## config.mk

```make
export PLATFORM = sky130hd
export DESIGN_NAME = top_k_score_select_unit
export DESIGN_NICKNAME = d
export VERILOG_FILES = /design/src/design/tkss_pkg.sv /design/src/design/tkss_rank_cell.sv /design/src/design/tkss_drain_cell.sv /design/src/design/top_k_score_select_unit.sv
export SDC_FILE = /design/constraint.sdc
export NUM_CORES = 1
export LEC_CHECK = 0
export BUFFER_PORTS_ARGS = -buffer_cell sky130_fd_sc_hd__buf_2
export CORE_MARGIN = 8
export CORE_UTILIZATION = 30
export DETAILED_ROUTE_END_ITERATION = 12
export HOLD_SLACK_MARGIN = 0.05
export PLACE_DENSITY = 0.59
export RECOVER_POWER = 100
export SYNTH_ARGS = -nofsm -noshare
export SYNTH_HDL_FRONTEND = slang
export SYNTH_SLANG_ARGS = --single-unit
```

## constraint.sdc

```tcl
create_clock -name clock -period 4.1 [get_ports clock]
set_clock_uncertainty 0.2 [all_clocks]
set_input_delay 1.025 -clock clock [delete_from_list [all_inputs] [get_ports clock]]
set_output_delay 1.025 -clock clock [all_outputs]
set_load 0.01 [all_outputs]
```

## src/design/tkss_pkg.sv

```systemverilog
`default_nettype none
// ----------------------------------------------------------------------------
// tkss_pkg
// Shared types and constants for the top-K score selection unit.
// ----------------------------------------------------------------------------
package tkss_pkg;

   localparam int MAX_KEEP    = 8;
   localparam int MAX_CLASSES = 1024;

   localparam int SCORE_W = 8;
   localparam int INDEX_W = $clog2(MAX_CLASSES);
   localparam int KEEP_W  = 4;
   localparam int KCNT_W  = $clog2(MAX_KEEP + 1);

   localparam int CSR_ADDR_W = 4;
   localparam int CSR_DATA_W = 32;

   localparam logic [1:0] REG_KEEP_COUNT    = 2'd0;
   localparam logic [1:0] REG_SCORE_FLOOR   = 2'd1;
   localparam logic [1:0] REG_SIGNED_SCORES = 2'd2;

   localparam logic [KEEP_W-1:0]  KEEP_COUNT_RST    = 4'd1;
   localparam logic [SCORE_W-1:0] SCORE_FLOOR_RST   = 8'd3;
   localparam logic               SIGNED_SCORES_RST = 1'b0;

   // one kept (score, index) pair
   typedef struct packed {
      logic               valid;
      logic [SCORE_W-1:0] score;
      logic [INDEX_W-1:0] index;
   } entry_type;

   // candidate broadcast along the cell row
   typedef struct packed {
      logic               accept;
      logic               insert;
      logic               final_beat;
      logic [SCORE_W-1:0] code;
      logic [INDEX_W-1:0] index;
   } cand_type;

   localparam entry_type ENTRY_EMPTY = '{valid: 1'b0, score: '0, index: '0};

endpackage
`default_nettype wire

```

## src/design/tkss_rank_cell.sv

```systemverilog
`default_nettype none
// ----------------------------------------------------------------------------
// tkss_rank_cell
// One slot of the sorted kept list; compares the candidate with its own pair
// and keeps it, takes the candidate or left pair, or clears on a final beat.
// ----------------------------------------------------------------------------
module tkss_rank_cell
   import tkss_pkg::*;
(
   input  wire logic      clock,
   input  wire logic      reset,
   input  wire cand_type  cand,
   input  wire logic      active,
   input  wire entry_type prev_entry,
   input  wire logic      prev_beats,
   output entry_type      cur_entry,
   output logic           beats,
   output entry_type      upd_entry
);

   entry_type entry_ff;
   entry_type entry_in;
   logic      live;

   assign live = entry_ff.valid && active;

   always_comb begin
      cur_entry       = entry_ff;
      cur_entry.valid = live;
   end

   assign beats = !live || (cand.code > entry_ff.score) ||
                  ((cand.code == entry_ff.score) && (cand.index > entry_ff.index));

   always_comb begin
      upd_entry = cur_entry;
      if (cand.insert && active && beats) begin
         if (prev_beats) begin
            upd_entry = prev_entry;
         end else begin
            upd_entry.valid = 1'b1;
            upd_entry.score = cand.code;
            upd_entry.index = cand.index;
         end
      end
   end

   always_comb begin
      entry_in = entry_ff;
      if (cand.accept) begin
         entry_in = cand.final_beat ? ENTRY_EMPTY : upd_entry;
      end
   end

   always_ff @(posedge clock) begin
      if (reset) begin
         entry_ff <= ENTRY_EMPTY;
      end else begin
         entry_ff <= entry_in;
      end
   end

endmodule
`default_nettype wire

```

## src/design/tkss_drain_cell.sv

```systemverilog
`default_nettype none
// ----------------------------------------------------------------------------
// tkss_drain_cell
// One slot of the result shift row; loads a snapshot of the list and moves
// toward the output one slot per delivered beat.
// ----------------------------------------------------------------------------
module tkss_drain_cell
   import tkss_pkg::*;
(
   input  wire logic      clock,
   input  wire logic      reset,
   input  wire logic      load,
   input  wire logic      shift,
   input  wire entry_type load_entry,
   input  wire entry_type next_entry,
   output entry_type      cur_entry
);

   entry_type entry_ff;
   entry_type entry_in;

   always_comb begin
      entry_in = entry_ff;
      if (load) begin
         entry_in = load_entry;
      end else if (shift) begin
         entry_in = next_entry;
      end
   end

   always_ff @(posedge clock) begin
      if (reset) begin
         entry_ff <= ENTRY_EMPTY;
      end else begin
         entry_ff <= entry_in;
      end
   end

   assign cur_entry = entry_ff;

endmodule
`default_nettype wire

```

## src/design/top_k_score_select_unit.sv

```systemverilog
`default_nettype none
// ----------------------------------------------------------------------------
// top_k_score_select_unit
// Streaming top-K selection of 8-bit scores with a floor, ranked output.
//
//   channel  dir  handshake           payload
//   req      in   req_valid/ready     req_score_byte, req_final_score
//   rsp      out  rsp_valid/ready     rsp_best_score, rsp_best_index,
//                                     rsp_found, rsp_last_rank
//   csr      in   psel/penable/pready paddr, pwdata, pwrite, prdata
//
// One score per cycle: each rank cell compares and registers its update.
// A final beat snapshots the list into the drain row, which delivers one
// ranked beat per cycle while rsp_ready is high (1..MAX_KEEP beats) as the
// next vector streams in. A final beat stalls only while the previous
// vector drains. Reset is synchronous and clears the list and the counter.
// ----------------------------------------------------------------------------
module top_k_score_select_unit
   import tkss_pkg::*;
(
   input  wire logic                  clock,
   input  wire logic                  reset,

   input  wire logic                  req_valid,
   output logic                       req_ready,
   input  wire logic [SCORE_W-1:0]    req_score_byte,
   input  wire logic                  req_final_score,

   output logic                       rsp_valid,
   input  wire logic                  rsp_ready,
   output logic [SCORE_W-1:0]         rsp_best_score,
   output logic [INDEX_W-1:0]         rsp_best_index,
   output logic                       rsp_found,
   output logic                       rsp_last_rank,

   input  wire logic                  psel,
   input  wire logic                  penable,
   input  wire logic                  pwrite,
   input  wire logic [CSR_ADDR_W-1:0] paddr,
   input  wire logic [CSR_DATA_W-1:0] pwdata,
   output logic [CSR_DATA_W-1:0]      prdata,
   output logic                       pready
);

   // configuration registers
   logic [KEEP_W-1:0]  keep_count_ff;
   logic [SCORE_W-1:0] score_floor_ff;
   logic               signed_scores_ff;
   logic               csr_wr;

   assign pready = 1'b1;
   assign csr_wr = psel && penable && pwrite;

   always_ff @(posedge clock) begin
      if (reset) begin
         keep_count_ff    <= KEEP_COUNT_RST;
         score_floor_ff   <= SCORE_FLOOR_RST;
         signed_scores_ff <= SIGNED_SCORES_RST;
      end else if (csr_wr) begin
         case (paddr[3:2])
            REG_KEEP_COUNT:    keep_count_ff    <= pwdata[KEEP_W-1:0];
            REG_SCORE_FLOOR:   score_floor_ff   <= pwdata[SCORE_W-1:0];
            REG_SIGNED_SCORES: signed_scores_ff <= pwdata[0];
            default: ;
         endcase
      end
   end

   always_comb begin
      case (paddr[3:2])
         REG_KEEP_COUNT:    prdata = {{(CSR_DATA_W-KEEP_W){1'b0}}, keep_count_ff};
         REG_SCORE_FLOOR:   prdata = {{(CSR_DATA_W-SCORE_W){1'b0}}, score_floor_ff};
         REG_SIGNED_SCORES: prdata = {{(CSR_DATA_W-1){1'b0}}, signed_scores_ff};
         default:           prdata = '0;
      endcase
   end

   // active list length
   logic [KCNT_W-1:0] k_eff;

   always_comb begin
      if (keep_count_ff == '0) begin
         k_eff = KCNT_W'(1);
      end else if (32'(keep_count_ff) > MAX_KEEP) begin
         k_eff = KCNT_W'(MAX_KEEP);
      end else begin
         k_eff = KCNT_W'(keep_count_ff);
      end
   end

   // input side
   logic               req_beat;
   logic [SCORE_W-1:0] code;
   logic [INDEX_W-1:0] pos_ff;
   cand_type           cand;

   assign req_beat = req_valid && req_ready;
   assign code     = req_score_byte ^ {signed_scores_ff, {(SCORE_W-1){1'b0}}};

   always_comb begin
      cand.accept     = req_beat;
      cand.insert     = req_beat && (code >= score_floor_ff);
      cand.final_beat = req_final_score;
      cand.code       = code;
      cand.index      = pos_ff;
   end

   always_ff @(posedge clock) begin
      if (reset) begin
         pos_ff <= '0;
      end else if (req_beat) begin
         pos_ff <= req_final_score ? '0 : pos_ff + INDEX_W'(1);
      end
   end

   // rank row
   entry_type rank_entry [MAX_KEEP];
   entry_type rank_upd   [MAX_KEEP];
   logic      rank_beats [MAX_KEEP];

   for (genvar j = 0; j < MAX_KEEP; j++) begin : g_rank
      entry_type left_entry;
      logic      left_beats;

      if (j == 0) begin : g_head
         assign left_entry = ENTRY_EMPTY;
         assign left_beats = 1'b0;
      end else begin : g_body
         assign left_entry = rank_entry[j-1];
         assign left_beats = rank_beats[j-1];
      end

      tkss_rank_cell u_cell (
         .clock      (clock),
         .reset      (reset),
         .cand       (cand),
         .active     (KCNT_W'(j) < k_eff),
         .prev_entry (left_entry),
         .prev_beats (left_beats),
         .cur_entry  (rank_entry[j]),
         .beats      (rank_beats[j]),
         .upd_entry  (rank_upd[j])
      );
   end

   // drain row
   entry_type drain_entry [MAX_KEEP];
   logic      busy_ff;
   logic      pop;
   logic      load;
   logic      out_last;

   assign rsp_valid = busy_ff;
   assign pop       = busy_ff && rsp_ready;
   assign load      = req_beat && req_final_score;
   assign req_ready = !req_final_score || !busy_ff || (rsp_ready && out_last);

   for (genvar j = 0; j < MAX_KEEP; j++) begin : g_drain
      entry_type right_entry;

      if (j == MAX_KEEP - 1) begin : g_tail
         assign right_entry = ENTRY_EMPTY;
      end else begin : g_body
         assign right_entry = drain_entry[j+1];
      end

      tkss_drain_cell u_cell (
         .clock      (clock),
         .reset      (reset),
         .load       (load),
         .shift      (pop),
         .load_entry (rank_upd[j]),
         .next_entry (right_entry),
         .cur_entry  (drain_entry[j])
      );
   end

   if (MAX_KEEP > 1) begin : g_last_multi
      assign out_last = !drain_entry[0].valid || !drain_entry[1].valid;
   end else begin : g_last_single
      assign out_last = 1'b1;
   end

   always_ff @(posedge clock) begin
      if (reset) begin
         busy_ff <= 1'b0;
      end else if (load) begin
         busy_ff <= 1'b1;
      end else if (pop && out_last) begin
         busy_ff <= 1'b0;
      end
   end

   // head of the drain row is the outgoing beat; an empty head means nothing passed
   assign rsp_found      = drain_entry[0].valid;
   assign rsp_best_score = drain_entry[0].valid ? drain_entry[0].score : '0;
   assign rsp_best_index = drain_entry[0].valid ? drain_entry[0].index : '0;
   assign rsp_last_rank  = out_last;

endmodule
`default_nettype wire
```

==> impl_metrics.yaml, run 1 <==
die:
  num_rows: 92
  die_height_um: 268.0
  fp.coreArea_um2: 62970
  design.die.area_um2: 71850
  initial_utilization_pct: 30.27
  floorplan.die.width_um: 268.0
  num_io_pins: 107
final_layout:
  filler_cell_count: 6502
  drive_above_1_share_pct: 16.66
  final_nets: 2383
  num_antenna_cells: 0
  final_cell_count_no_fill: 3049
  fin_util_pct: 34.46
  area.growth.synth_to_final_pct: 13.87
yosys:
  synth_edf_count: 0
  dominantRegCellSynth: "sky130_fd_sc_hd__dfxtp_1"
  largest_family_of_logic_cells_by_synthesized_area: "compound AO/OA/AOI/OAI gates"
  gate_count_of_the_mapped_netlist: 2143
  async_flop_share_pct: 0
  seq_area_frac_synth_pct: 34.46
  synth_mux_area_share_pct: 10.49
  postSynthRegisterBits: 328
  synth_warnings: 0
  synth_adder_area_share_pct: 10.05
  synth_compound_gate_area_share_pct: 24.61
  yosys.area_share.simple_pct: 12.34
  synthesis.area_per_instance_um2: 8.893
  yosys.cell_types.count: 70
  syn-cell-area_um2: 19060
  synthXorXnorAreaFrac_pct: 0.4136
global_routing:
  globalRouteTotalUtil_pct: 15.05
  grt_remaining_overflow: 0
  grt_antenna_before_repair: 0
  grt_first_pass_wirelength_mm: 89.02
  vias_in_the_first_global_route: 16430
  maximum_number_of_pins_on_one_net_before_global_route_repair: 78
routing:
  routed_wire_length_per_instance_um: 18.20
  via_count: 16220
  post_route_drc: 0
  vias_per_cell: 5.321
  routed_wirelength_mm: 55.48
  drt_pre_antenna_iters: 5
  drt.antenna.violating_nets: 0
  first_iter_violations: 1079
hold_path:
  holdPathStages: 2
  hold_class: "reg -> reg"
  worstHoldEndpoint: "g_drain[7].u_cell.cur_entry[15]"
  worst_hold_startpoint: "g_drain[7].u_cell.cur_entry[15]"
clock_network:
  clock_tree.htree_level_count: 2
  numCtsBuffers: 37
  clock_latency_ps: 540
  tritoncts: "yes"
  clockRootBuffer: "sky130_fd_sc_hd__clkbuf_16"
  clkSlewWorstSetupHoldPaths_ps: 60
  clock_sinks: 328
  cts_setup_buffers: 0
  clk_path_buf_depth: 3
sta:
  worst_slew_pin_slew_ps: 3030
  rsz0062_at_grt: "no"
  fin_worst_hold_slack_ps: 256.9
  post-route-period-util_pct: 94.24
  hold_viol_final: 0
  max_slew_margin_pct: -102.0
  post-route-min-period_ps: 3864
  final-max-slew-violation-count: 59
  setup-violations-final: 0
  achievable-frequency_ghz: 0.2588
run:
  cap_viol_max_count: 1
pwr:
  leakagePower_nw: 8.068
  power.density_nw_per_um2: 334.4
  p_total_mw: 7.257
  irDropWorstVdd_mv: 0.2476
worst_setup_path:
  cp_data_arrival_time_ps: 4090
  cp-end-kind: "register"
  critical_path.max_fanout: 14
  timing.reg2reg.worst_path_depth: 9
  crit-reg2reg-capture: "g_drain[3].u_cell.cur_entry[14]"
  reg2reg_setup_slack_ps: 320
  worstSetupPathType: "in -> reg"
  worst_setup_path_start_kind: "primary input"
  critical_path_required_ps: 4330
  cp-startpoint: "req_score_byte[7]"
  critical_r2r_launch: "pos_ff[2]"
status:
  violated_checks: "capacitance limit, slew limit"
  status: "finished with violations"
placed_design:
  place.detailed.instances: 2985
  detailedPlacementHpwl_mm: 40.79
  place.gp.congestion: 0.8892
  io_buffers: 55
==> cell usage in the layout (no fill, tap or decap), types with 17 or more instances in the layout <==
cell / n
sky130_fd_sc_hd__dfxtp_1: 328
sky130_fd_sc_hd__nand2_1: 326
sky130_fd_sc_hd__a21oi_1: 171
sky130_fd_sc_hd__ha_1: 153
sky130_fd_sc_hd__inv_1: 149
sky130_fd_sc_hd__mux2_2: 110
sky130_fd_sc_hd__a221o_1: 89
sky130_fd_sc_hd__a22o_1: 72
sky130_fd_sc_hd__a32o_1: 71
sky130_fd_sc_hd__buf_4: 69
sky130_fd_sc_hd__mux2i_1: 59
sky130_fd_sc_hd__o21ai_0: 57
sky130_fd_sc_hd__nor2_1: 48
sky130_fd_sc_hd__a31o_2: 41
sky130_fd_sc_hd__clkbuf_16: 39
sky130_fd_sc_hd__buf_2: 39
sky130_fd_sc_hd__clkbuf_1: 38
sky130_fd_sc_hd__nand4_1: 33
sky130_fd_sc_hd__a31oi_1: 26
sky130_fd_sc_hd__conb_1: 25
sky130_fd_sc_hd__o31a_1: 18
sky130_fd_sc_hd__buf_12: 17
==> flip-flops by register name, summed over array words and instances, names as in the netlist <==
register / count
signed_scores_ff: 1
rsp_valid: 1
score_floor_ff: 8
keep_count_ff: 4
g_rank.u_cell.cur_entry: 144
g_drain.u_cell.cur_entry: 152
g_rank.u_cell.entry_ff: 8
pos_ff: 10
==> how the worst max path moves through the flow <==
stage | end | slack, ps | cells past startpoint
finish | g_drain[1].u_cell.cur_entry[3] | 240 | 12
global route | g_rank[1].u_cell.cur_entry[17] | 80 | 12
CTS | g_drain[5].u_cell.cur_entry[17] | 20 | 11
detailed placement | g_rank[4].u_cell.cur_entry[3] | -550 | 9
global placement | g_rank[1].u_cell.cur_entry[5] | -510 | 10
floorplan | g_drain[5].u_cell.cur_entry[17] | 5 | 10
==> synthesized netlist by cell type, types with 5 or more instances <==
| cell type | n | area (um^2) |
|---|---|---|
| sky130_fd_sc_hd__mux2i_1 | 59 | 590.6 |
| sky130_fd_sc_hd__a211o_1 | 7 | 61.31 |
| sky130_fd_sc_hd__a32o_1 | 71 | 710.7 |
| sky130_fd_sc_hd__nand2_1 | 328 | 1231 |
| sky130_fd_sc_hd__o21ai_0 | 52 | 260.3 |
| sky130_fd_sc_hd__dfxtp_1 | 328 | 6566 |
| sky130_fd_sc_hd__a21o_1 | 10 | 75.07 |
| sky130_fd_sc_hd__a31oi_2 | 5 | 62.56 |
| sky130_fd_sc_hd__or2_2 | 5 | 31.28 |
| sky130_fd_sc_hd__ha_1 | 153 | 1914 |
| sky130_fd_sc_hd__a21oi_2 | 5 | 43.79 |
| sky130_fd_sc_hd__nand2b_1 | 9 | 56.30 |
| sky130_fd_sc_hd__and3_1 | 6 | 37.54 |
| sky130_fd_sc_hd__buf_4 | 32 | 240.2 |
| sky130_fd_sc_hd__a31o_2 | 41 | 359.1 |
| sky130_fd_sc_hd__a22o_1 | 72 | 630.6 |
| sky130_fd_sc_hd__a21oi_1 | 172 | 860.8 |
| sky130_fd_sc_hd__o211ai_1 | 5 | 37.54 |
| sky130_fd_sc_hd__nor3_1 | 9 | 45.04 |
| sky130_fd_sc_hd__inv_1 | 149 | 559.3 |
| sky130_fd_sc_hd__xor2_1 | 8 | 70.07 |
| sky130_fd_sc_hd__and2_1 | 32 | 200.2 |
| sky130_fd_sc_hd__nor2_2 | 6 | 37.54 |
| sky130_fd_sc_hd__buf_2 | 43 | 215.2 |
| sky130_fd_sc_hd__o21a_1 | 5 | 37.54 |
| sky130_fd_sc_hd__a211oi_1 | 7 | 52.55 |
| sky130_fd_sc_hd__nand4_1 | 33 | 206.5 |
| sky130_fd_sc_hd__a221o_1 | 89 | 890.9 |
| sky130_fd_sc_hd__o21ai_1 | 7 | 35.03 |
| sky130_fd_sc_hd__nor2_1 | 48 | 180.2 |
| sky130_fd_sc_hd__clkbuf_1 | 93 | 349.1 |
| sky130_fd_sc_hd__nor2b_1 | 13 | 81.33 |
| sky130_fd_sc_hd__buf_1 | 7 | 26.28 |
| sky130_fd_sc_hd__nand3_1 | 12 | 60.06 |
| sky130_fd_sc_hd__o31a_1 | 18 | 157.7 |
| sky130_fd_sc_hd__mux2_2 | 125 | 1408 |
| sky130_fd_sc_hd__a31oi_1 | 26 | 162.7 |
==> routing by layer <==
| metal | GRT usage, % | up-vias | part of all wire [%] |
|---|---|---|---|
| li1 | - | 7854 | - |
| met1 | 20.04 | 7839 | 46 |
| met2 | 25.30 | 439 | 46 |
| met3 | 1.775 | 92 | 4.7 |
| met4 | 4.650 | 0 | 2.5 |
| met5 | 0 | - | 0 |
==> cells by family (layout without fill, tap and decap cells) <==
| kind of cell | Yosys count | in the layout |
|---|---|---|
| compound gates | 615 | 615 |
| flops | 328 | 328 |
| mux | 184 | 184 |
| other cells | 2 | 25 |
| simple gates | 523 | 523 |
| xor+xnor | 9 | 9 |
| buf+inv | 329 | 366 |
| fa+ha+maj | 153 | 153 |
==> timing repair <==
| item | CTS | global route |
|---|---|---|
| hold buffers | 0 | 0 |
| endpoints found under the setup margin | 4 | 155 |
| resized for setup | 1 | 2 |
| pin swaps | 0 | 0 |
==> worst max-delay path, cell delays in order <==
cell	delay, ps
sky130_fd_sc_hd__buf_2	130
sky130_fd_sc_hd__xor2_4	530
sky130_fd_sc_hd__clkbuf_1	310
sky130_fd_sc_hd__ha_1	210
sky130_fd_sc_hd__nand4_1	140
sky130_fd_sc_hd__nor2_1	200
sky130_fd_sc_hd__o31ai_1	120
sky130_fd_sc_hd__o311a_1	370
sky130_fd_sc_hd__and2_0	160
sky130_fd_sc_hd__clkbuf_2	260
sky130_fd_sc_hd__mux2_2	360
sky130_fd_sc_hd__o31a_1	250
==> cell type report <==
type / instances / area (um^2) / area share, %
Tap cell: 846 / 1059 / 4.878
Inverter: 149 / 559.3 / 2.577
Clock inverter: 5 / 78.83 / 0.3633
Sequential cell: 328 / 6566 / 30.26
Timing Repair Buffer: 153 / 1164 / 5.362
Clock buffer: 59 / 1111 / 5.120
Multi-Input combinational cell: 1509 / 11160 / 51.44
==> metrics by stage <==
step                      instance area (um^2)  TNS [ps]  setup WS (ps)
after floorplan                          19140         0          4.892
after global placement                   20590   -103530         -514.5
after detailed placement                 20590   -119440         -552.2
after CTS                                21780         0          16.54
after global routing                     21700         0          80.01
final                                    21700         0          236.2
==> report_power, final <==
group	internal (mW)	total, mW	switching, mW
Sequential	3.22	3.25	0.0250
Combinational	0.220	0.665	0.445
Clock	1.98	3.34	1.36
(Power assumes the default switching activity.)
==> inputs of run 2 (changes only) <==
--- a/config.mk
+++ b/config.mk
@@ -6,11 +6,13 @@
 export NUM_CORES = 1
 export LEC_CHECK = 0
 export BUFFER_PORTS_ARGS = -buffer_cell sky130_fd_sc_hd__buf_2
+export CELL_PAD_IN_SITES_DETAIL_PLACEMENT = 0
+export CELL_PAD_IN_SITES_GLOBAL_PLACEMENT = 1
 export CORE_MARGIN = 8
 export CORE_UTILIZATION = 30
 export DETAILED_ROUTE_END_ITERATION = 12
 export HOLD_SLACK_MARGIN = 0.05
-export PLACE_DENSITY = 0.59
+export PLACE_DENSITY = 0.69
 export RECOVER_POWER = 100
 export SYNTH_ARGS = -nofsm -noshare
 export SYNTH_HDL_FRONTEND = slang
==> impl_metrics.yaml, run 2 (same netlist as run 1, synthesis figures left out) <==
status:
  status: "completed"
die:
  floorplan.die.width_um: 268.0
  num_io_pins: 107
  fp.coreArea_um2: 62970
  initial_utilization_pct: 30.27
  design.die.area_um2: 71850
  num_rows: 92
  die_height_um: 268.0
final_layout:
  fin_util_pct: 34.72
  final_cell_count_no_fill: 3068
  area.growth.synth_to_final_pct: 14.73
  layout.cells.most_common: "sky130_fd_sc_hd__dfxtp_1"
  finish.instance_area_um2: 21860
  final_cell_mix: "sky130_fd_sc_hd__dfxtp_1 (328), sky130_fd_sc_hd__nand2_1 (327), sky130_fd_sc_hd__a21oi_1 (172)"
  final_nets: 2400
  largest_register_ff_count: 152
  drive_above_1_share_pct: 17.06
clock_network:
  clkSlewWorstSetupHoldPaths_ps: 60
  numCtsBuffers: 38
  clock_tree.htree_level_count: 2
  clockRootBuffer: "sky130_fd_sc_hd__clkbuf_16"
  clock_sinks: 328
  clock_latency_ps: 550
  cts_setup_buffers: 0
  clk_path_buf_depth: 3
  tritoncts: "yes"
sta:
  rsz0062_at_grt: "no"
  setup-violations-final: 0
  post-route-min-period_ps: 4005
  final-max-slew-violation-count: 0
  fin_worst_hold_slack_ps: 259.0
  setup_tns_ps: 0
  worst_slack_ps: 94.50
  post-route-period-util_pct: 97.70
  max_slew_margin_pct: 14.69
  hold_viol_final: 0
  achievable-frequency_ghz: 0.2497
  worst_slew_pin_slew_ps: 1280
placed_design:
  placed_cell_area_um2: 20730
  pre_cts_slack_ps: -633.9
  place.detailed.instances: 3001
  detailedPlacementHpwl_mm: 42.51
  place.gp.congestion: 0.8357
  io_buffers: 55
routing:
  routed_wirelength_mm: 57.84
  vias_per_cell: 5.332
  routed_wire_length_per_instance_um: 18.85
  first_iter_violations: 968
  drt_pre_antenna_iters: 5
  post_route_drc: 0
  via_count: 16360
  drt.antenna.violating_nets: 0
worst_setup_path:
  worst_setup_path_start_kind: "register"
  cp_data_arrival_time_ps: 4230
  cp-end-kind: "register"
  worstSetupPathType: "reg -> reg"
  critical_path_required_ps: 4320
  critical_path.max_fanout: 20
global_routing:
  globalRouteTotalUtil_pct: 15.55
  grt_antenna_before_repair: 0
  vias_in_the_first_global_route: 16360
  grt_remaining_overflow: 0
  maximum_number_of_pins_on_one_net_before_global_route_repair: 81
  grt_first_pass_wirelength_mm: 91.25
pwr:
  p_total_mw: 7.301
  leakagePower_nw: 8.176
  power.density_nw_per_um2: 334.0
  irDropWorstVdd_mv: 0.1778
hold_path:
  hold_class: "reg -> reg"
run:
  cap_viol_max_count: 0
[run 2: timing repair]
| item | in CTS | in global routing |
|---|---|---|
| hold buffers | 0 | 0 |
| gates resized for setup | 1 | 0 |
| endpoints found under the setup margin | 35 | 0 |
[run 2: area by class of cell]
type	instances	area (um^2)
Fill cell	6522	41100
Timing Repair Buffer	169	1280
Clock inverter	5	25.02
Tap cell	846	1059
Antenna cell	1	2.502
Clock buffer	61	1191
Inverter	149	559.3
Sequential cell	328	6566
Multi-Input combinational cell	1509	11180
[run 2: final timing paths]
kind	from	slack, ps	to	cells after the start
max	pos_ff[3]	90	g_rank[1].u_cell.cur_entry[17]	10
min reg2reg	g_drain[7].u_cell.cur_entry[7]	260	g_drain[7].u_cell.cur_entry[7]	2
min	g_drain[7].u_cell.cur_entry[7]	260	g_drain[7].u_cell.cur_entry[7]	2
max reg2reg	pos_ff[3]	90	g_rank[1].u_cell.cur_entry[17]	10
[run 2: report_power, final]
part	leakage, nW	total [mW]	switching [mW]	internal [mW]
Combinational	4.92	0.684	0.459	0.225
Sequential	2.65	3.25	0.0251	3.22
Clock	0.603	3.37	1.39	1.98
Total	8.18	7.30	1.87	5.43
[run 2: metal layers]
metal	track usage [%]	vias up	share of wire (%)
li1	-	7883	-
met1	21.30	8014	48
met2	25.11	375	45
met3	2.113	86	4.4
met4	4.943	0	2.5
met5	0	-	0
[run 2: worst max-delay path, cell delays in order, from the launching register on]
cell and delay [ps]:
sky130_fd_sc_hd__dfxtp_1 340, sky130_fd_sc_hd__clkbuf_2 480, sky130_fd_sc_hd__ha_1 340, sky130_fd_sc_hd__a21o_1 160
sky130_fd_sc_hd__a21o_1 170, sky130_fd_sc_hd__a2111oi_0 750, sky130_fd_sc_hd__o311a_1 310, sky130_fd_sc_hd__and2_0 290
sky130_fd_sc_hd__clkbuf_4 190, sky130_fd_sc_hd__mux2_2 340, sky130_fd_sc_hd__a211o_1 300
